--- src/rtl/prc_pkg.sv ---
`default_nettype none

package prc_pkg;

  // configuration of the converter
  localparam int CORDIC_STAGES = 16;
  localparam int COORD_WIDTH   = 16;

  // angle format: 1/128 degree
  localparam int ANGLE_WIDTH  = 16;
  localparam int HALF_TURN    = 23040;
  localparam int QUARTER_TURN = 11520;
  localparam int FULL_TURN    = 46080;

  // internal formats
  localparam int     ZEXTRA          = 12;
  localparam int     RAD_FRAC        = 36;
  localparam longint DEG_PER_RAD_Q16 = 3754936;
  localparam int     MAX_STAGES      = 32;
  localparam int     DW              = 64;
  localparam int     ZW              = 28;
  localparam int     VSHIFT          = 60 - COORD_WIDTH;
  localparam int     SQ_W            = 2 * COORD_WIDTH;
  localparam int     REM_W           = COORD_WIDTH + 2;
  localparam int     MUL_W           = 33;
  localparam int     PROD_W          = COORD_WIDTH + MUL_W;
  localparam int     CO_FRAC         = 30;
  localparam int     VW              = PROD_W - CO_FRAC + 1;

  // one cell per rotation and per root digit, whichever count is larger
  localparam int PIPE_CELLS = (CORDIC_STAGES > COORD_WIDTH) ? CORDIC_STAGES : COORD_WIDTH;
  localparam int IDX_W      = $clog2(PIPE_CELLS);
  localparam int NSTG       = PIPE_CELLS + 4;

  localparam longint COORD_MAX = (longint'(1) <<< (COORD_WIDTH - 1)) - 1;
  localparam longint COORD_MIN = -(longint'(1) <<< (COORD_WIDTH - 1));

  // shift and subtract division, elaboration only
  function automatic logic [63:0] const_udiv(input logic [63:0] num, input logic [63:0] den);
    logic [63:0] q;
    logic [63:0] r;
    q = '0;
    r = '0;
    for (int b = 63; b >= 0; b--) begin
      r = {r[62:0], num[b]};
      if (r >= den) begin
        r    = r - den;
        q[b] = 1'b1;
      end
    end
    return q;
  endfunction

  // floor square root, elaboration only
  function automatic logic [63:0] const_isqrt(input logic [63:0] n_in);
    logic [63:0] n;
    logic [63:0] res;
    logic [63:0] bv;
    n   = n_in;
    res = '0;
    bv  = 64'd1 << 62;
    for (int k = 0; k < 32; k++) begin
      if (n >= res + bv) begin
        n   = n - (res + bv);
        res = (res >> 1) + bv;
      end else begin
        res = res >> 1;
      end
      bv = bv >> 2;
    end
    return res;
  endfunction

  // arctangent of 2^-i in 2^-19 degree
  function automatic logic [63:0] atan_entry(input int i);
    logic [63:0] s;
    logic [63:0] term;
    int          p;
    s = '0;
    if (i == 0) begin
      return 64'd45 << (7 + ZEXTRA);
    end
    for (int k = 0; k < 40; k++) begin
      p = i * (2 * k + 1);
      if (p <= RAD_FRAC) begin
        term = const_udiv(64'd1 << (RAD_FRAC - p), 64'(2 * k + 1));
        if ((k & 1) != 0) begin
          s = s - term;
        end else begin
          s = s + term;
        end
      end
    end
    return (s * 64'(DEG_PER_RAD_Q16) + (64'd1 << 32)) >> 33;
  endfunction

  function automatic logic [MAX_STAGES*ZW-1:0] atan_flat();
    logic [MAX_STAGES*ZW-1:0] f;
    f = '0;
    for (int i = 0; i < MAX_STAGES; i++) begin
      f[i*ZW +: ZW] = ZW'(atan_entry(i));
    end
    return f;
  endfunction

  // reciprocal of the cordic gain in Q30
  function automatic logic [63:0] inv_gain_q30();
    logic [63:0] k2;
    logic [63:0] r;
    k2 = 64'd1 << 31;
    for (int i = 1; i < CORDIC_STAGES && i <= 15; i++) begin
      k2 = (k2 * ((64'd1 << 30) + (64'd1 << (30 - 2 * i)))) >> 30;
    end
    r = const_udiv(64'd1 << 60, k2);
    return const_isqrt(r << 30);
  endfunction

  localparam logic [MAX_STAGES*ZW-1:0] ATAN_FLAT = atan_flat();
  localparam logic [DW-1:0]            INV_GAIN  = inv_gain_q30();

  // data handed from cell to cell
  typedef struct packed {
    logic                          mode;
    logic signed [DW-1:0]          x;
    logic signed [DW-1:0]          y;
    logic signed [ZW-1:0]          z;
    logic [SQ_W-1:0]               sq_n;
    logic [REM_W-1:0]              sq_rem;
    logic [COORD_WIDTH-1:0]        sq_root;
    logic signed [ANGLE_WIDTH-1:0] off;
    logic                          nz;
    logic [COORD_WIDTH-2:0]        radius;
    logic                          neg;
  } cell_t;

endpackage

`default_nettype wire

--- src/rtl/prc_post.sv ---
`default_nettype none

module prc_post (
  input  wire logic                                     clk,
  input  wire logic [1:0]                               en,
  input  wire prc_pkg::cell_t                           d_i,
  output logic [prc_pkg::COORD_WIDTH-1:0]               radius_out,
  output logic signed [prc_pkg::ANGLE_WIDTH-1:0]        angle_out,
  output logic signed [prc_pkg::COORD_WIDTH-1:0]        x_out,
  output logic signed [prc_pkg::COORD_WIDTH-1:0]        y_out
);

  localparam int CW = prc_pkg::COORD_WIDTH;
  localparam int AW = prc_pkg::ANGLE_WIDTH;
  localparam int PW = prc_pkg::PROD_W;
  localparam int VW = prc_pkg::VW;

  typedef struct packed {
    logic                 mode;
    logic                 neg;
    logic [CW-1:0]        radius;
    logic signed [AW-1:0] angle;
    logic signed [PW-1:0] px;
    logic signed [PW-1:0] py;
  } mul_t;

  mul_t                        mul_r, mul_nxt;
  logic                        rnd;
  logic signed [prc_pkg::ZW-1:0] zs, zr;
  logic signed [AW+1:0]        asum;
  logic signed [PW-1:0]        rad_s;
  logic [CW-1:0]               radius_r, radius_nxt;
  logic signed [AW-1:0]        angle_r, angle_nxt;
  logic signed [CW-1:0]        x_r, x_nxt, y_r, y_nxt;

  // round half away from zero, mirror, saturate
  function automatic logic signed [CW-1:0] coord_round(input logic signed [PW-1:0] p,
                                                       input logic neg);
    logic [PW-1:0]        mag;
    logic [PW-1:0]        q;
    logic signed [VW-1:0] v;
    mag = p[PW-1] ? PW'(-p) : PW'(p);
    q   = (mag + (PW'(1) << (prc_pkg::CO_FRAC - 1))) >> prc_pkg::CO_FRAC;
    v   = p[PW-1] ? -$signed(VW'(q)) : $signed(VW'(q));
    if (neg) begin
      v = -v;
    end
    if (v > prc_pkg::COORD_MAX) begin
      v = VW'(prc_pkg::COORD_MAX);
    end else if (v < prc_pkg::COORD_MIN) begin
      v = VW'(prc_pkg::COORD_MIN);
    end
    return CW'(v);
  endfunction

  assign rnd   = d_i.sq_rem > prc_pkg::REM_W'(d_i.sq_root);
  assign zs    = d_i.z + prc_pkg::ZW'(1 << (prc_pkg::ZEXTRA - 1));
  assign zr    = zs >>> prc_pkg::ZEXTRA;
  assign asum  = (AW+2)'(d_i.off) + (AW+2)'(zr);
  assign rad_s = PW'($signed({1'b0, d_i.radius}));

  // first stage: rounded radius, angle, radius times cosine and sine
  always_comb begin
    mul_nxt      = '0;
    mul_nxt.mode = d_i.mode;
    mul_nxt.neg  = d_i.neg;
    mul_nxt.px   = rad_s * PW'($signed(d_i.x[prc_pkg::MUL_W-1:0]));
    mul_nxt.py   = rad_s * PW'($signed(d_i.y[prc_pkg::MUL_W-1:0]));
    if (!d_i.mode) begin
      mul_nxt.radius = d_i.sq_root + CW'(rnd);
      if (!d_i.nz) begin
        mul_nxt.angle = '0;
      end else if (asum > prc_pkg::HALF_TURN) begin
        mul_nxt.angle = AW'(prc_pkg::HALF_TURN);
      end else if (asum < -prc_pkg::HALF_TURN) begin
        mul_nxt.angle = AW'(-prc_pkg::HALF_TURN);
      end else begin
        mul_nxt.angle = AW'(asum);
      end
    end
  end

  // second stage: coordinate rounding into the output register
  always_comb begin
    radius_nxt = mul_r.radius;
    angle_nxt  = mul_r.angle;
    if (mul_r.mode) begin
      x_nxt = coord_round(mul_r.px, mul_r.neg);
      y_nxt = coord_round(mul_r.py, mul_r.neg);
    end else begin
      x_nxt = '0;
      y_nxt = '0;
    end
  end

  always_ff @(posedge clk) begin
    if (en[0]) begin
      mul_r <= mul_nxt;
    end
    if (en[1]) begin
      radius_r <= radius_nxt;
      angle_r  <= angle_nxt;
      x_r      <= x_nxt;
      y_r      <= y_nxt;
    end
  end

  assign radius_out = radius_r;
  assign angle_out  = angle_r;
  assign x_out      = x_r;
  assign y_out      = y_r;

endmodule

`default_nettype wire

--- config.mk ---
export PLATFORM = sky130hd
export DESIGN_NAME = prc_post
export DESIGN_NICKNAME = d
export VERILOG_FILES = /design/src/rtl/prc_pkg.sv /design/src/rtl/prc_post.sv
export SDC_FILE = /design/constraint.sdc
export NUM_CORES = 2
export LEC_CHECK = 0
export ABC_AREA = 1
export BUFFER_PORTS_ARGS = -buffer_cell sky130_fd_sc_hd__clkbuf_2
export CORE_MARGIN = 2
export CORE_UTILIZATION = 40
export DETAILED_ROUTE_END_ITERATION = 7
export GPL_TIMING_DRIVEN = 1
export PLACE_DENSITY = 0.64
export SKIP_CTS_REPAIR_TIMING = 1
export SLEW_MARGIN = 20
export SYNTH_ARGS = -nofsm -noshare
export SYNTH_HDL_FRONTEND = slang
export SYNTH_SLANG_ARGS = --single-unit
--- constraint.sdc ---
create_clock -name clk -period 9.4 [get_ports clk]
set_input_delay 1.88 -clock clk [delete_from_list [all_inputs] [get_ports clk]]
set_output_delay 1.88 -clock clk [all_outputs]
set_load 0.05 [all_outputs]
Word-level counts from Yosys, hierarchy flattened:

Cells that the tools add are included.

* flip-flop bits (word level): 196
* input bits: 259
* word-level logic and storage cells: 55
* output and inout bits: 64

* reductions and logical operators: 5
* bitwise gates (word level): 2
* $lt $le $gt $ge: 7
* add/subtract/negate cells: 11
* multiply operators: 2
* mux-type cells: 14

Operators with widths (number)
* 20-bit two-way mux: 6
* 49-bit by 30-bit adder with 49-bit output, second input constant: 2
* 16-bit by 33-bit multiplier with 49-bit output: 2
* 49-bit two-way mux: 2
* 49-bit negator: 2
* 16-bit two-way mux: 3
* 15-bit two-way mux: 3
* 20-bit by 16-bit > comparator with 1-bit output, second input constant: 2
* 20-bit by 16-bit less-than comparator with 1-bit output, second input constant: 2
* 19-bit negator with 20-bit output: 2
* 20-bit negator: 2
* 28-bit by 13-bit adder with 28-bit output, second input constant: 1
* 18-bit by 16-bit > comparator with 1-bit output: 1
* 16-bit by 16-bit adder with 17-bit output: 1
* 17-bit by 16-bit > comparator with 1-bit output, second input constant: 1
* 17-bit by 16-bit less-than comparator with 1-bit output, second input constant: 1
* 16-bit by 1-bit adder with 16-bit output: 1
* 2-bit OR reduction: 3
* 4-bit OR reduction: 1
* 3-bit OR reduction: 1
* 1-bit NOT: 2

Depth between registers and ports, before layout:

* depth in word-level cells: 11
* depth in mapped cells: 37
* mapped depth without buffers: 36

Least setup slack after synthesis:

OpenSTA, ideal clock, no wires.

* path type: input-to-reg
* from: in d_i[2] in the netlist's numbering
* to: reg mul_r[44] in the netlist's numbering, data pin
* path buffers: 2
* stages on the path: 32
* arrival time: 8230 ps
* path slack: 912 ps
* setup time: 259 ps
* data required time: 9141 ps
* cells stage by stage: clkbuf_1 > buf_1 > nand2_1 > fa_1 > inv_1 > fa_1 > inv_1 > fa_1 > fa_1 > inv_1 > fa_1 > inv_1 > fa_1 > inv_1 > ha_1 > a21oi_1 > o21ai_0 > a21oi_1 > o21ai_0 > a21oi_1 > inv_1 > a21oi_1 > inv_1 > a21oi_1 > inv_1 > a21oi_1 > inv_1 > a21oi_1 > o21ai_0 > nand4_1 > nand2_1 > xor2_1

RTL lines
* start, declared: line prc_post.sv:6 `input wire prc_pkg::cell_t d_i,`
* end signal, assigned: line prc_post.sv:98 `mul_r <= mul_nxt;`
* end, declared: line prc_post.sv:27 `mul_t mul_r, mul_nxt;`

==> metrics.yaml <==
run_status: "completed"
post_place_cells: 7978
vias_per_cell: 4.81
drcViolationCount: 0
hold_slack_ns: 0.419
m3_gr_usage: 0.0354
final_layout_size_suffix_gt1_frac: 0.0833
crit_fanout: 15
final-max-slew-violation-count: 0
finalNonFillerCells: 8010
clockRootBuffer: "sky130_fd_sc_hd__clkbuf_16"
fp.dieW_um: 354
timing.final.setup_violations: 0
place_hpwl_um: 104000
worstSetupStartpointType: "primary input"
busiest_layer: "met2"
ys.warnings.count: 0
clk_latency_ns: 0.50
synth.net_count: 7735
firstDrtPassIters: 6
synth_area_per_cell_um2: 7.82
core-area_um2: 122000
critical_path_required_ns: 9.65
totalNegativeSetupSlack_ns: 0
fillers: 12400
timing.slew.headroom: 0.458
cts.sinks: 196
synth_area_um2: 49000
syn-instance-count: 6268
max_slew.worst_pin.slew_ns: 0.813
die_y_um: 354
synth_seq_cells: 196
finalCriticalPeriod_ns: 8.65
yosysTopAreaCellShare: 0.382
tritoncts.num_buffers: 17
insertedDiodeCount: 0
yosys.cell_types.count: 52
hold_viol_final: 0
netlist_top_cells_area: "sky130_fd_sc_hd__fa_1 38%, sky130_fd_sc_hd__inv_1 13%, sky130_fd_sc_hd__nand2_1 13%, sky130_fd_sc_hd__edfxtp_1 12%, sky130_fd_sc_hd__ha_1 7.0%"
h-tree-depth: 4
vias: 38500
end_kind: "register"
cts_tree: "yes"
synth-seq-area-share: 0.120
final_setup_skew_ns: 0.0245
type_of_the_tightest_min_delay_check: "register to register"
commonest_non_fill_non_tap_cells_in_the_layout: "1683 x sky130_fd_sc_hd__inv_1, 1674 x sky130_fd_sc_hd__nand2_1, 935 x sky130_fd_sc_hd__fa_1"
gpl.final_weighted_congestion: 0.895
fp.dieArea_um2: 125000
final_nets: 7839
grt_usage: 0.207
portBuffers: 217
critical-path-top-cell-by-count: "sky130_fd_sc_hd__inv_1"
detailedRoute.firstIterationViolations: 2199
clkTransAtPathRegs_ns: 0.09
ctsLongestPathBuffers: 2
start_util: 0.403
grt_overflow_total: 0
mostFrequentLayoutCell: "sky130_fd_sc_hd__inv_1"
met1_usage: 0.265
grt_first_pass_wirelength_um: 209000
criticalPathCategory: "primary input to register"
yosys.area.top_type: "sky130_fd_sc_hd__fa_1"
data_arrival_time_at_the_worst_slack_endpoint_ns: 8.90
first_global_vias: 41000
finalWirelength_um: 126000
number_of_antenna_violations_at_the_first_check_in_global_routing: 16
finalCritPeriodShare: 0.920
io_pins: 323
area_delta_synth_final_pct: 7.28
rsz_0062_raised_after_global_routing: "no"
timing.max_cap.violations: 0
rows: 128
slowest_stage: "sky130_fd_sc_hd__fa_1"
max_stage_delay_ns: 0.54
route.antenna.remaining_nets: 0
grt.met2_usage: 0.361
grt_max_degree: 73
post_drt_wl_per_cell_um: 15.7
achievable-frequency_mhz: 116
-- cell usage after synthesis, drive strengths merged --
library cell  instances
a2111oi               1
a211oi                3
a21boi                1
a21o                  3
a21oi               187
a22oi                 1
a31oi                15
a41oi                 1
and2                  3
buf                  67
clkbuf              131
clkinv                5
edfxtp              196
fa                  935
ha                  273
inv                1708
mux2i                 1
nand2              1779
nand3               193
nand3b               13
nand4                40
nor2                387
nor3                 24
nor3b                 2
nor4                 10
o211ai                6
o21a                 11
o21ai                86
o21bai                7
o221ai                7
o31ai                 5
o41ai                 1
or2                   2
xnor2                69
xor2                 95
-- metrics by stage --
stage	setup WS [ns]	utilization	cell area (um2)
detailed placement	0.207	0.427	51900
CTS	0.762	0.432	52600
global placement	0.259	0.427	51900
global route	0.318	0.432	52600
finish	0.749	0.432	52600
floorplan	0.912	-	49000
-- worst paths after layout --
check,to,startpoint,cells past startpoint,slack [ns]
worst min-delay path,radius_out[15]$_DFFE_PP_,radius_nxt[15]$_SDFFCE_PP0P_,0,0.42
worst min register to register,radius_out[15]$_DFFE_PP_,radius_nxt[15]$_SDFFCE_PP0P_,0,0.42
worst max register to register,x_out[2]$_SDFFCE_PN0P_,mul_r[97]$_DFFE_PP_,28,4.69
worst max-delay path,mul_r[93]$_DFFE_PP_,d_i[3],31,0.75
-- cells by family (layout without fill, tap and decap cells) --
group | after synthesis | in the layout | share of synthesized area
AO/OA/AOI/OAI | 335 | 335 | 0.0386
XOR/XNOR | 164 | 164 | 0.0293
adder cells (fa/ha/maj) | 1208 | 1208 | 0.452
buffers and inverters | 1911 | 2028 | 0.147
flip-flops | 196 | 196 | 0.120
multiplexers | 1 | 1 | 0.000459
AND/OR/NAND/NOR | 2453 | 2453 | 0.213
-- worst max-delay path, delay by kind of cell --
kind	cells	cell delay, ns
buffers and inverters	9	0.88
XOR/XNOR	1	0.15
adder cells (fa/ha/maj)	7	3.38
AO/OA/AOI/OAI	10	2.22
AND/OR/NAND/NOR	4	0.38
-- flip-flops by register name, indices dropped and copies added, names as in the netlist --
name and flops:
mul_r 100, angle_nxt 16, angle_out 16, radius_nxt 16
radius_out 16, x_out 16, y_out 16
-- routing by layer --
| metal | part of all wire | wire [um] |
|---|---|---|
| met5 | 0.00090 | 113 |
| met3 | 0.065 | 8160 |
| met1 | 0.42 | 53000 |
| met2 | 0.49 | 61200 |
| met4 | 0.025 | 3110 |
-- area by class of cell --
class                   instances  area [um2]  share of cell area
well taps                    1625        2030              0.0387
clock inverters                15         234             0.00445
clock buffers                  17         425             0.00809
multi-input cells            4161       35900               0.683
flip-flops and latches        196        5890               0.112
repair buffers                283        1680              0.0319
inverters                    1713        6430               0.122
Power is not shown: default switching activity piles up to over one toggle a cycle in this logic, so the estimate is an artifact.
