`config.mk`:
```
export PLATFORM = sky130hd
export DESIGN_NAME = prc_prep
export DESIGN_NICKNAME = d
export VERILOG_FILES = /design/src/rtl/prc_pkg.sv /design/src/rtl/prc_prep.sv
export SDC_FILE = /design/constraint.sdc
export NUM_CORES = 1
export LEC_CHECK = 0
export BUFFER_PORTS_ARGS = -buffer_cell sky130_fd_sc_hd__buf_4
export CAP_MARGIN = 20
export CORE_ASPECT_RATIO = 0.6
export CORE_UTILIZATION = 58
export CTS_CLUSTER_DIAMETER = 40
export CTS_CLUSTER_SIZE = 8
export DETAILED_ROUTE_END_ITERATION = 12
export PLACE_DENSITY_LB_ADDON = 0.1
export SYNTH_ARGS = -nofsm -noshare
export SYNTH_HDL_FRONTEND = slang
export SYNTH_SLANG_ARGS = --single-unit
export TNS_END_PERCENT = 100
```
`constraint.sdc`:
```
create_clock -name clk -period 14.4 [get_ports clk]
set_clock_uncertainty 0.15 [all_clocks]
set_input_delay 2.16 -clock clk [delete_from_list [all_inputs] [get_ports clk]]
set_output_delay 2.16 -clock clk [all_outputs]
set_load 0.005 [all_outputs]
```
`src/rtl/prc_pkg.sv`:
```
`default_nettype none

package prc_pkg;

  // configuration of the converter
  localparam int CORDIC_STAGES = 16;
  localparam int COORD_WIDTH   = 16;

  // angle format: 1/128 degree
  localparam int ANGLE_WIDTH  = 16;
  localparam int HALF_TURN    = 23040;
  localparam int QUARTER_TURN = 11520;
  localparam int FULL_TURN    = 46080;

  // internal formats
  localparam int     ZEXTRA          = 12;
  localparam int     RAD_FRAC        = 36;
  localparam longint DEG_PER_RAD_Q16 = 3754936;
  localparam int     MAX_STAGES      = 32;
  localparam int     DW              = 64;
  localparam int     ZW              = 28;
  localparam int     VSHIFT          = 60 - COORD_WIDTH;
  localparam int     SQ_W            = 2 * COORD_WIDTH;
  localparam int     REM_W           = COORD_WIDTH + 2;
  localparam int     MUL_W           = 33;
  localparam int     PROD_W          = COORD_WIDTH + MUL_W;
  localparam int     CO_FRAC         = 30;
  localparam int     VW              = PROD_W - CO_FRAC + 1;

  // one cell per rotation and per root digit, whichever count is larger
  localparam int PIPE_CELLS = (CORDIC_STAGES > COORD_WIDTH) ? CORDIC_STAGES : COORD_WIDTH;
  localparam int IDX_W      = $clog2(PIPE_CELLS);
  localparam int NSTG       = PIPE_CELLS + 4;

  localparam longint COORD_MAX = (longint'(1) <<< (COORD_WIDTH - 1)) - 1;
  localparam longint COORD_MIN = -(longint'(1) <<< (COORD_WIDTH - 1));

  // shift and subtract division, elaboration only
  function automatic logic [63:0] const_udiv(input logic [63:0] num, input logic [63:0] den);
    logic [63:0] q;
    logic [63:0] r;
    q = '0;
    r = '0;
    for (int b = 63; b >= 0; b--) begin
      r = {r[62:0], num[b]};
      if (r >= den) begin
        r    = r - den;
        q[b] = 1'b1;
      end
    end
    return q;
  endfunction

  // floor square root, elaboration only
  function automatic logic [63:0] const_isqrt(input logic [63:0] n_in);
    logic [63:0] n;
    logic [63:0] res;
    logic [63:0] bv;
    n   = n_in;
    res = '0;
    bv  = 64'd1 << 62;
    for (int k = 0; k < 32; k++) begin
      if (n >= res + bv) begin
        n   = n - (res + bv);
        res = (res >> 1) + bv;
      end else begin
        res = res >> 1;
      end
      bv = bv >> 2;
    end
    return res;
  endfunction

  // arctangent of 2^-i in 2^-19 degree
  function automatic logic [63:0] atan_entry(input int i);
    logic [63:0] s;
    logic [63:0] term;
    int          p;
    s = '0;
    if (i == 0) begin
      return 64'd45 << (7 + ZEXTRA);
    end
    for (int k = 0; k < 40; k++) begin
      p = i * (2 * k + 1);
      if (p <= RAD_FRAC) begin
        term = const_udiv(64'd1 << (RAD_FRAC - p), 64'(2 * k + 1));
        if ((k & 1) != 0) begin
          s = s - term;
        end else begin
          s = s + term;
        end
      end
    end
    return (s * 64'(DEG_PER_RAD_Q16) + (64'd1 << 32)) >> 33;
  endfunction

  function automatic logic [MAX_STAGES*ZW-1:0] atan_flat();
    logic [MAX_STAGES*ZW-1:0] f;
    f = '0;
    for (int i = 0; i < MAX_STAGES; i++) begin
      f[i*ZW +: ZW] = ZW'(atan_entry(i));
    end
    return f;
  endfunction

  // reciprocal of the cordic gain in Q30
  function automatic logic [63:0] inv_gain_q30();
    logic [63:0] k2;
    logic [63:0] r;
    k2 = 64'd1 << 31;
    for (int i = 1; i < CORDIC_STAGES && i <= 15; i++) begin
      k2 = (k2 * ((64'd1 << 30) + (64'd1 << (30 - 2 * i)))) >> 30;
    end
    r = const_udiv(64'd1 << 60, k2);
    return const_isqrt(r << 30);
  endfunction

  localparam logic [MAX_STAGES*ZW-1:0] ATAN_FLAT = atan_flat();
  localparam logic [DW-1:0]            INV_GAIN  = inv_gain_q30();

  // data handed from cell to cell
  typedef struct packed {
    logic                          mode;
    logic signed [DW-1:0]          x;
    logic signed [DW-1:0]          y;
    logic signed [ZW-1:0]          z;
    logic [SQ_W-1:0]               sq_n;
    logic [REM_W-1:0]              sq_rem;
    logic [COORD_WIDTH-1:0]        sq_root;
    logic signed [ANGLE_WIDTH-1:0] off;
    logic                          nz;
    logic [COORD_WIDTH-2:0]        radius;
    logic                          neg;
  } cell_t;

endpackage

`default_nettype wire

```
`src/rtl/prc_prep.sv`:
```
`default_nettype none

module prc_prep (
  input  wire logic                                     clk,
  input  wire logic [1:0]                               en,
  input  wire logic                                     op,
  input  wire logic signed [prc_pkg::COORD_WIDTH-1:0]   x_in,
  input  wire logic signed [prc_pkg::COORD_WIDTH-1:0]   y_in,
  input  wire logic [prc_pkg::COORD_WIDTH-2:0]          radius_in,
  input  wire logic signed [prc_pkg::ANGLE_WIDTH-1:0]   angle_in,
  output prc_pkg::cell_t                                cell_o
);

  localparam int CW = prc_pkg::COORD_WIDTH;
  localparam int AW = prc_pkg::ANGLE_WIDTH;

  typedef struct packed {
    logic                        mode;
    logic signed [CW:0]          xa;
    logic signed [CW:0]          ya;
    logic [prc_pkg::SQ_W-1:0]    sq_x;
    logic [prc_pkg::SQ_W-1:0]    sq_y;
    logic signed [AW-1:0]        off;
    logic                        nz;
    logic [CW-2:0]               radius;
    logic signed [AW-1:0]        afold;
    logic                        neg;
  } pre_t;

  pre_t                             pre_r, pre_nxt;
  prc_pkg::cell_t                   cell_r, cell_nxt;
  logic signed [CW:0]               xs, ys;
  logic signed [prc_pkg::SQ_W-1:0]  xw, yw;
  logic signed [AW:0]               a1, a2;

  assign xs = (CW+1)'(x_in);
  assign ys = (CW+1)'(y_in);
  assign xw = prc_pkg::SQ_W'(x_in);
  assign yw = prc_pkg::SQ_W'(y_in);

  // first stage: squares, left half plane mirror, angle wrap and fold
  always_comb begin
    pre_nxt        = '0;
    pre_nxt.mode   = op;
    pre_nxt.sq_x   = xw * xw;
    pre_nxt.sq_y   = yw * yw;
    pre_nxt.nz     = (x_in != '0) || (y_in != '0);
    pre_nxt.radius = radius_in;
    if (x_in[CW-1]) begin
      pre_nxt.xa  = -xs;
      pre_nxt.ya  = -ys;
      pre_nxt.off = y_in[CW-1] ? AW'(-prc_pkg::HALF_TURN) : AW'(prc_pkg::HALF_TURN);
    end else begin
      pre_nxt.xa  = xs;
      pre_nxt.ya  = ys;
      pre_nxt.off = '0;
    end
    a1 = (AW+1)'(angle_in);
    a2 = a1;
    if (a1 > prc_pkg::HALF_TURN) begin
      a2 = a1 - (AW+1)'(prc_pkg::FULL_TURN);
    end else if (a1 < -prc_pkg::HALF_TURN) begin
      a2 = a1 + (AW+1)'(prc_pkg::FULL_TURN);
    end
    pre_nxt.neg = 1'b0;
    if (a2 > prc_pkg::QUARTER_TURN) begin
      a2          = a2 - (AW+1)'(prc_pkg::HALF_TURN);
      pre_nxt.neg = 1'b1;
    end else if (a2 < -prc_pkg::QUARTER_TURN) begin
      a2          = a2 + (AW+1)'(prc_pkg::HALF_TURN);
      pre_nxt.neg = 1'b1;
    end
    pre_nxt.afold = AW'(a2);
  end

  // second stage: start vector, angle and root operand
  always_comb begin
    cell_nxt         = '0;
    cell_nxt.mode    = pre_r.mode;
    cell_nxt.sq_n    = pre_r.sq_x + pre_r.sq_y;
    cell_nxt.off     = pre_r.off;
    cell_nxt.nz      = pre_r.nz;
    cell_nxt.radius  = pre_r.radius;
    cell_nxt.neg     = pre_r.neg;
    if (pre_r.mode) begin
      cell_nxt.x = prc_pkg::INV_GAIN;
      cell_nxt.y = '0;
      cell_nxt.z = prc_pkg::ZW'(pre_r.afold) <<< prc_pkg::ZEXTRA;
    end else begin
      cell_nxt.x = prc_pkg::DW'(pre_r.xa) <<< prc_pkg::VSHIFT;
      cell_nxt.y = prc_pkg::DW'(pre_r.ya) <<< prc_pkg::VSHIFT;
      cell_nxt.z = '0;
    end
  end

  always_ff @(posedge clk) begin
    if (en[0]) begin
      pre_r <= pre_nxt;
    end
    if (en[1]) begin
      cell_r <= cell_nxt;
    end
  end

  assign cell_o = cell_r;

endmodule

`default_nettype wire

```
# --- Word-level counts from Yosys, hierarchy flattened ---
# Cells that the tools add are included.
totals:
  out_inout_bits: 256
  ff_bits: 364
  elab_cells: 47
classes:
  order_cmp: 4
  multipliers: 2
  mux: 8
  reduce_logical: 3
  addsub: 7
ops:
  columns: ["cell", "count"]
  rows:
  - ["122-bit 2-to-1 mux", 1]
  - ["16-bit by 16-bit multiplier with 32-bit output", 2]
  - ["16-bit 2-to-1 mux", 3]
  - ["17-bit 2-to-1 mux", 2]
  - ["16-bit negation with 17-bit output", 2]
  - ["32-bit adder", 1]
  - ["32-bit 2-to-1 mux", 1]
  - ["16-bit nonzero test", 2]
  - ["16-bit by 17-bit adder with 17-bit output, second input constant", 1]
  - ["17-bit by 15-bit > comparator with 1-bit output, second input constant", 1]
  - ["17-bit by 15-bit less-than comparator with 1-bit output, second input constant", 1]
  - ["16-bit by 17-bit subtractor with 17-bit output, second input constant", 1]
  - ["16-bit adder, second input constant", 1]
  - ["16-bit > comparator, second input constant", 1]
  - ["16-bit less-than comparator, second input constant", 1]
  - ["16-bit subtractor, second input constant", 1]
  - ["1-bit logical OR", 1]
  - ["1-bit 2-to-1 mux", 1]

# --- Longest topological paths before layout ---
# Gate-level depths: netlist of the first run.
logic_depth:
  word_depth: 6
  ltp_mapped: 25
  depth_no_buf: 23

# --- Worst setup path before layout of the first run ---
# Ideal clock, no wire load.
synth_path:
  kind: "input port to flip-flop"
  start: "input port x_in[15] in the netlist's numbering"
  end: "register pre_r[111] in the netlist's numbering, data pin"
  path_stages: 21
  arrival_time_ns: 8.543
  setup_time_ns: 0.258
  n_path_buf: 3
  required_ns: 13.992
  path_slack_ns: 5.450
  cell_sequence: "clkbuf_1 > inv_1 > clkbuf_1 > clkbuf_1 > nor2_1 > fa_1 > fa_1 > inv_1 > fa_1 > fa_1 > fa_1 > fa_1 > inv_1 > ha_1 > a21o_1 > a21o_1 > a221o_1 > o41ai_1 > o2111ai_1 > a21oi_1 > xnor2_1"
synth_lines:
  columns: ["item", "line", "text"]
  rows:
  - ["start: declaration", "prc_prep.sv:7", "input wire logic signed [prc_pkg::COORD_WIDTH-1:0] x_in,"]
  - ["end signal: assignment", "prc_prep.sv:98", "pre_r <= pre_nxt;"]
  - ["end: declaration", "prc_prep.sv:30", "pre_t pre_r, pre_nxt;"]

==> reports/qor.yml, run 1 <==
logic_synthesis:
  ys_top_cells_by_count: "inv_1 (655), fa_1 (468), edfxtp_1 (234)"
  synth_enable_flop_cells: 234
  syn_avg_cell_area_sq_um: 10.4
  synth_xor_area_frac: 0.0445
  synth_top_area_frac: 0.323
  netlist_instances: 2794
  yosysMostFrequentCell: "inv_1"
  seq_area_frac_synth: 0.242
  yosys_warnings: 0
  synthAdderAreaFrac: 0.419
  syn-cell-area_sq_um: 29000
  synth_compound_area_frac: 0.0638
  synth_async_sr_flop_share: 0
  synth_top_family_by_area: "adder cells"
  synth_ff_type: "edfxtp_1"
  ys_ff_latch: 234
  synth-simple-area-share: 0.0935
  netlist_top_cells_area: "fa_1 (32%), edfxtp_1 (24%), ha_1 (9.6%)"
  ys_types: 81
  synth_mux_area_frac: 0.00172
  synth_top_area_cell: "fa_1"
floorplanning:
  die_area_sq_um: 51000
  core_sq_um: 49400
  fp.dieH_um: 175
  ios: 323
  row_count: 63
  die_w_um: 291
  start_util: 0.588
grt:
  grt_pass1_wl_mm: 102
  grt-ovfl-total: 0
  gr-usage-all-layers: 0.256
  grt_pass1_vias: 19700
  antenna_found_initial: 1
  grt_max_degree: 70
detailed_routing:
  vias: 18900
  first_iter_violations: 1265
  wl_per_cell_um: 17.3
  wirelength_mm: 62.3
  avgViaCountPerCell: 5.25
  first_pass_iters: 5
  drcViolationCount: 0
  antenna_left: 0
timing:
  fin_crit_ps: 9010
  fmax_mhz: 111
  drv_slew: 0
  hold_viol: 0
  period_share: 0.626
  worstMarginPinSlew_ps: 1070
  grt_setup_unrepaired: "false"
  final.setup.tns_ps: 0
  finalSetupViolCount: 0
  slew_headroom: 0.275
  fin_hold_ws_ps: 262
critical_path:
  r2r_start: "pre_r[67]"
  endpoint_kind: "flop"
  setup.worst_path.start_class: "input port"
  worstPathRequired_ps: 14510
  crit_fanout: 20
  startpoint: "y_in[15]"
  crit_type: "in -> reg"
  crit_arrival_ps: 9120
hold_path:
  hp-start: "cell_nxt[15]"
  hp-class: "reg -> reg"
placed_design:
  gp_congestion: 0.940
  dp_hpwl_mm: 50.3
  dpl_cell_area_sq_um: 30400
  port_buffers: 197
finish:
  finish.utilization: 0.637
  nets: 3691
  antennaDiodeCount: 0
  fillers: 3970
  final_cell_area_sq_um: 31500
  area_growth_pct: 8.44
  drive_gt1_frac: 0.0965
cts:
  cts_tree: "built"
  cts_buffers: 38
  ctsHoldBuffers: 0
  clk_pin_slew_worst_paths_ps: 50
  htreeDepth: 2
  root_buffer: "clkbuf_16"
  postCtsSetupBuffers: 0
  worstSkewPairLatency_ps: 540
  cts_sinks: 234
  clock_path_buffers: 3
  cts.repair.resized: 0
outcome:
  outcome: "complete, no violations"
run:
  drv_cap: 0
path summary, 6_finish.rpt:
| path | endpoint | slack [ps] | depth (start not counted) |
|---|---|---|---|
| setup reg to reg | cell_o[95] | 10970 | 9 |
| setup / recovery | pre_r[80] | 5390 | 20 |
| hold reg to reg | cell_o[15] | 260 | 0 |
| hold / removal | cell_o[15] | 260 | 0 |
flip-flops by register name, summed over array words and instances (netlist names):
register / cells
cell_nxt: 21
cell_o: 103
pre_r: 110
layout by cell type, fill, tap and decap left out, drive strengths merged, types with 20 or more instances in the layout:
cell      n
inv     657
fa      468
edfxtp  234
ha      223
buf     202
nand2   188
conb    126
xnor2   118
nor2    114
and2     85
a21oi    65
o21ai    59
nor2b    44
clkbuf   42
a21o     27
xor2     27
nor3     24
nand3    20
area by class of cell:
class                      instances  area [sq um]  area share
timing repair buffer             202          1520      0.0483
inverter                         660          2480      0.0787
clock inverter                     9           119     0.00378
multi-input combinational       1797         18500       0.589
tap                              650           813      0.0258
clock buffer                      42           987      0.0314
sequential                       234          7030       0.223
routing by layer:
metal / share of wire / GRT usage / vias up
met5: 0 / 0 / -
met4: 0.019 / 0.0551 / 0
li1: - / - / 8709
met1: 0.46 / 0.383 / 9472
met3: 0.069 / 0.0420 / 77
met2: 0.45 / 0.394 / 623
kinds of logic (layout without fill, tap and decap cells):
group / after synthesis / in the layout
AOI/OAI and AO/OA: 277 / 277
xor gates and xnor gates: 145 / 145
adders and majority gates: 691 / 691
buffers and inverters: 888 / 913
DFF: 234 / 234
other: 1 / 126
and+or+nand+nor: 553 / 553
muxes: 5 / 5
through the flow:
step | setup WS [ps] | std cells
5_1_grt | 4920 | 3594
4_1_cts | 5430 | 3594
6_report | 5390 | 3594
3_3_place_gp | 5170 | 3543
2_1_floorplan | 5450 | 2919
3_5_place_dp | 4880 | 3543
critical path: stages:
cell	delay, ps
buf_4	190
inv_1	580
nor2_1	260
fa_1	710
fa_1	920
fa_1	530
fa_1	510
fa_1	490
inv_1	50
fa_1	480
inv_1	50
ha_1	350
a21o_1	220
a21oi_1	150
nand2_1	70
a211o_1	310
a2111oi_0	600
o21bai_1	160
a21oi_1	210
xnor2_1	110
Power of run 1 is not shown: default switching activity piles up to over one toggle a cycle in this logic, so the estimate is an artifact.
==> run 2, diff against run 1 <==
--- a/config.mk
+++ b/config.mk
@@ -5,10 +5,11 @@
 export SDC_FILE = /design/constraint.sdc
 export NUM_CORES = 1
 export LEC_CHECK = 0
+export ABC_AREA = 1
 export BUFFER_PORTS_ARGS = -buffer_cell sky130_fd_sc_hd__buf_4
 export CAP_MARGIN = 20
 export CORE_ASPECT_RATIO = 0.6
-export CORE_UTILIZATION = 58
+export CORE_UTILIZATION = 56
 export CTS_CLUSTER_DIAMETER = 40
 export CTS_CLUSTER_SIZE = 8
 export DETAILED_ROUTE_END_ITERATION = 12
==> constraint.sdc (replaced) <==
create_clock -name clk -period 7.75 [get_ports clk]
set_clock_uncertainty 0.15 [all_clocks]
set_input_delay 1.1625 -clock clk [delete_from_list [all_inputs] [get_ports clk]]
set_output_delay 1.1625 -clock clk [all_outputs]
set_load 0.005 [all_outputs]
==> run 2 against run 1 <==
  * Via count grew 9.0%
  * First-iteration DRC count rose by 9.1%
  * Clock-buffer cell count is 1 higher
  * Flip-flop and latch count unchanged
  * Critical path depth is 4 higher
  * Critical endpoint is now pre_r[76]
  * Largest cell class unchanged
==> reports/qor.yml, run 2 <==
timing:
  grt_setup_unrepaired: "false"  # unchanged
  hold_viol: 0  # unchanged
  finalSetupViolCount: 0  # unchanged
  fmax_mhz: 138
  fin_hold_ws_ps: 264  # was 262 ps
  period_share: 0.932
  worstMarginPinSlew_ps: 1060  # was 1070 ps
  fin_ws_ps: 526  # was 5390 ps
  slew_headroom: 0.291  # was 0.275
  final.setup.tns_ps: 0  # unchanged
  drv_slew: 0  # unchanged
  fin_crit_ps: 7220
critical_path:
  cp_slowest_stage_delay_ps: 640  # was 920 ps
  path_cells: "buf_4, inv_1, nor2_1, fa_1, fa_1, inv_1, fa_1, inv_1, fa_1, fa_1, inv_1, fa_1, inv_1, ha_1, nand2_1, inv_1, nand2_1, nor3_1, nand4_1, nand3_1, a21o_1, nand3_1, nand2_1, xor2_1"  # was buf_4, inv_1, nor2_1, fa_1, fa_1, fa_1, fa_1, fa_1, inv_1, fa_1, inv_1, ha_1, a21o_1, a21oi_1, nand2_1, a211o_1, a2111oi_0, o21bai_1, a21oi_1, xnor2_1
  critPathTopFamily: "adder cells"  # unchanged
  crit_type: "in -> reg"  # unchanged
  endpoint_kind: "flop"  # unchanged
  crit_arrival_ps: 7340  # was 9120 ps
  setup.worst_path.start_class: "input port"  # unchanged
  slowest_stage: "nor3_1"  # was fa_1
  crit_buf_inv: 7  # was 4
  crit_fanout: 25  # was 20
  worstPathRequired_ps: 7870  # was 14510 ps
logic_synthesis:
  ys_types: 44  # was 81
  yosysMostFrequentCell: "inv_1"  # unchanged
  netlist_top_cells_area: "fa_1 (31%), edfxtp_1 (23%), inv_1 (11%)"  # was fa_1 (32%), edfxtp_1 (24%), ha_1 (9.6%)
  ys_top_cells_by_count: "inv_1 (903), nand2_1 (528), fa_1 (468)"  # was inv_1 (655), fa_1 (468), edfxtp_1 (234)
  synth_ff_type: "edfxtp_1"  # unchanged
  synth_async_sr_flop_share: 0  # unchanged
  seq_area_frac_synth: 0.235  # was 0.242
  synth_enable_flop_cells: 234  # unchanged
  syn_avg_cell_area_sq_um: 9.24  # was 10.4 sq um
  netlist_instances: 3241  # was 2794
  ys_ff_latch: 234  # unchanged
  yosys_warnings: 0  # unchanged
  synth_top_area_cell: "fa_1"  # unchanged
  syn-cell-area_sq_um: 30000  # was 29000 sq um
  synth_top_area_frac: 0.313  # was 0.323
cts:
  cts_buffers: 39  # was 38
  cts.repair.resized: 0  # unchanged
  cts_tree: "built"  # unchanged
  postCtsSetupBuffers: 0  # unchanged
  htreeDepth: 2  # unchanged
  cts_sinks: 234  # unchanged
  clock_path_buffers: 3  # unchanged
  worstSkewPairLatency_ps: 540  # about the same
  ctsHoldBuffers: 0  # unchanged
  clk_pin_slew_worst_paths_ps: 40  # was 50 ps
  root_buffer: "clkbuf_16"  # unchanged
finish:
  area_growth_pct: 8.62  # was 8.44%
  multi_input_area_sq_um: 18500  # about the same
  largest_register_ffs: 110  # unchanged
  nets: 4139  # was 3691
  seq_area_sq_um: 7030  # unchanged
  final_cell_mix: "inv_1 (903), nand2_1 (528), fa_1 (468)"  # was inv_1 (655), fa_1 (468), edfxtp_1 (234)
  mostFrequentLayoutCell: "inv_1"  # unchanged
  top_register: "pre_r"  # unchanged
  drive_gt1_frac: 0.0849  # was 0.0965
  fillers: 4544  # was 3970
grt:
  grt_max_degree: 79  # was 70
  grt-ovfl-total: 0  # unchanged
  grt_pass1_vias: 20900  # was 19700
  gr-usage-all-layers: 0.264  # was 0.256
  grt_pass1_wl_mm: 112  # was 102 mm
  antenna_found_initial: 2  # was 1
detailed_routing:
  wirelength_mm: 68.7  # was 62.3 mm
  wl_per_cell_um: 16.8  # was 17.3 um
  avgViaCountPerCell: 5.02  # was 5.25
  antenna_left: 0  # unchanged
  first_pass_iters: 5  # unchanged
  first_iter_violations: 1380  # was 1265
  drcViolationCount: 0  # unchanged
  vias: 20600  # was 18900
placed_design:
  place_ws_ps: 145  # was 4880 ps
  gp_congestion: 0.988  # was 0.940
  port_buffers: 197  # unchanged
  dp_hpwl_mm: 57.6  # was 50.3 mm
hold_path:
  hp-class: "reg -> reg"  # unchanged
floorplanning:
  row_count: 65  # was 63
  start_util: 0.568  # was 0.588
  die_area_sq_um: 54500  # was 51000 sq um
  core_sq_um: 52700  # was 49400 sq um
  fp.dieH_um: 181  # was 175 um
  ios: 323  # unchanged
  die_w_um: 301  # was 291 um
run:
  drv_cap: 0  # unchanged
outcome:
  outcome: "complete, no violations"  # unchanged
==> run 2: kinds of logic (layout without fill, tap and decap cells) <==
family          Yosys count  in the layout  share of synthesized area
xor+xnor                150            150                     0.0439
compound gates          234            234                     0.0456
flops                   234            234                      0.235
simple gates            790            790                      0.108
fa+ha+maj               691            691                      0.406
other cells               1            127                   0.000125
buf+inv                1141           1169                      0.162
==> run 2: metrics by stage <==
step / cell area, sq um / cells / util
6_report: 32500 / 4098 / 0.617
5_1_grt: 32500 / 4097 / 0.617
4_1_cts: 32500 / 4097 / 0.617
3_5_place_dp: 31400 / 4043 / 0.596
3_3_place_gp: 31400 / 4043 / 0.596
2_1_floorplan: 30400 / 3366 / -
==> run 2: per-layer routing <==
metal,up-vias,share of wire,global-route usage
li1,9642,-,-
met1,10100,0.48,0.414
met2,740,0.42,0.375
met3,63,0.094,0.0636
met4,0,0.013,0.0428
met5,-,0,0
==> run 2: final timing paths <==
kind                              startpoint    endpoint  slack (ps)  cells past startpoint
worst min register to register  cell_nxt[10]  cell_o[10]         260                      0
worst min-delay path            cell_nxt[10]  cell_o[10]         260                      0
worst max-delay path                y_in[15]   pre_r[76]         530                     24
worst max register to register     pre_r[84]  cell_o[98]        4710                     12
==> run 2: area by class of cell <==
class	count	area share
multi-input cells	1991	0.570
inverters	910	0.105
diodes	1	0.0000769
repair buffers	205	0.0474
flip-flops and latches	234	0.216
clock buffers	43	0.0305
well taps	703	0.0270
clock inverters	11	0.00458
==> run 2: worst register-to-register path: stages (launching register included) <==
cell and delay, ps:
edfxtp_1 410, ha_1 330, a21oi_1 110, o21ai_1 200, nand2_1 80, nand2_1 180, nand2_1 80, nand3_1 200
a21oi_1 150, o21ai_1 510, nand2_1 200, nand3b_1 140, nand2_1 70
Power of run 2 is left out for the same reason.
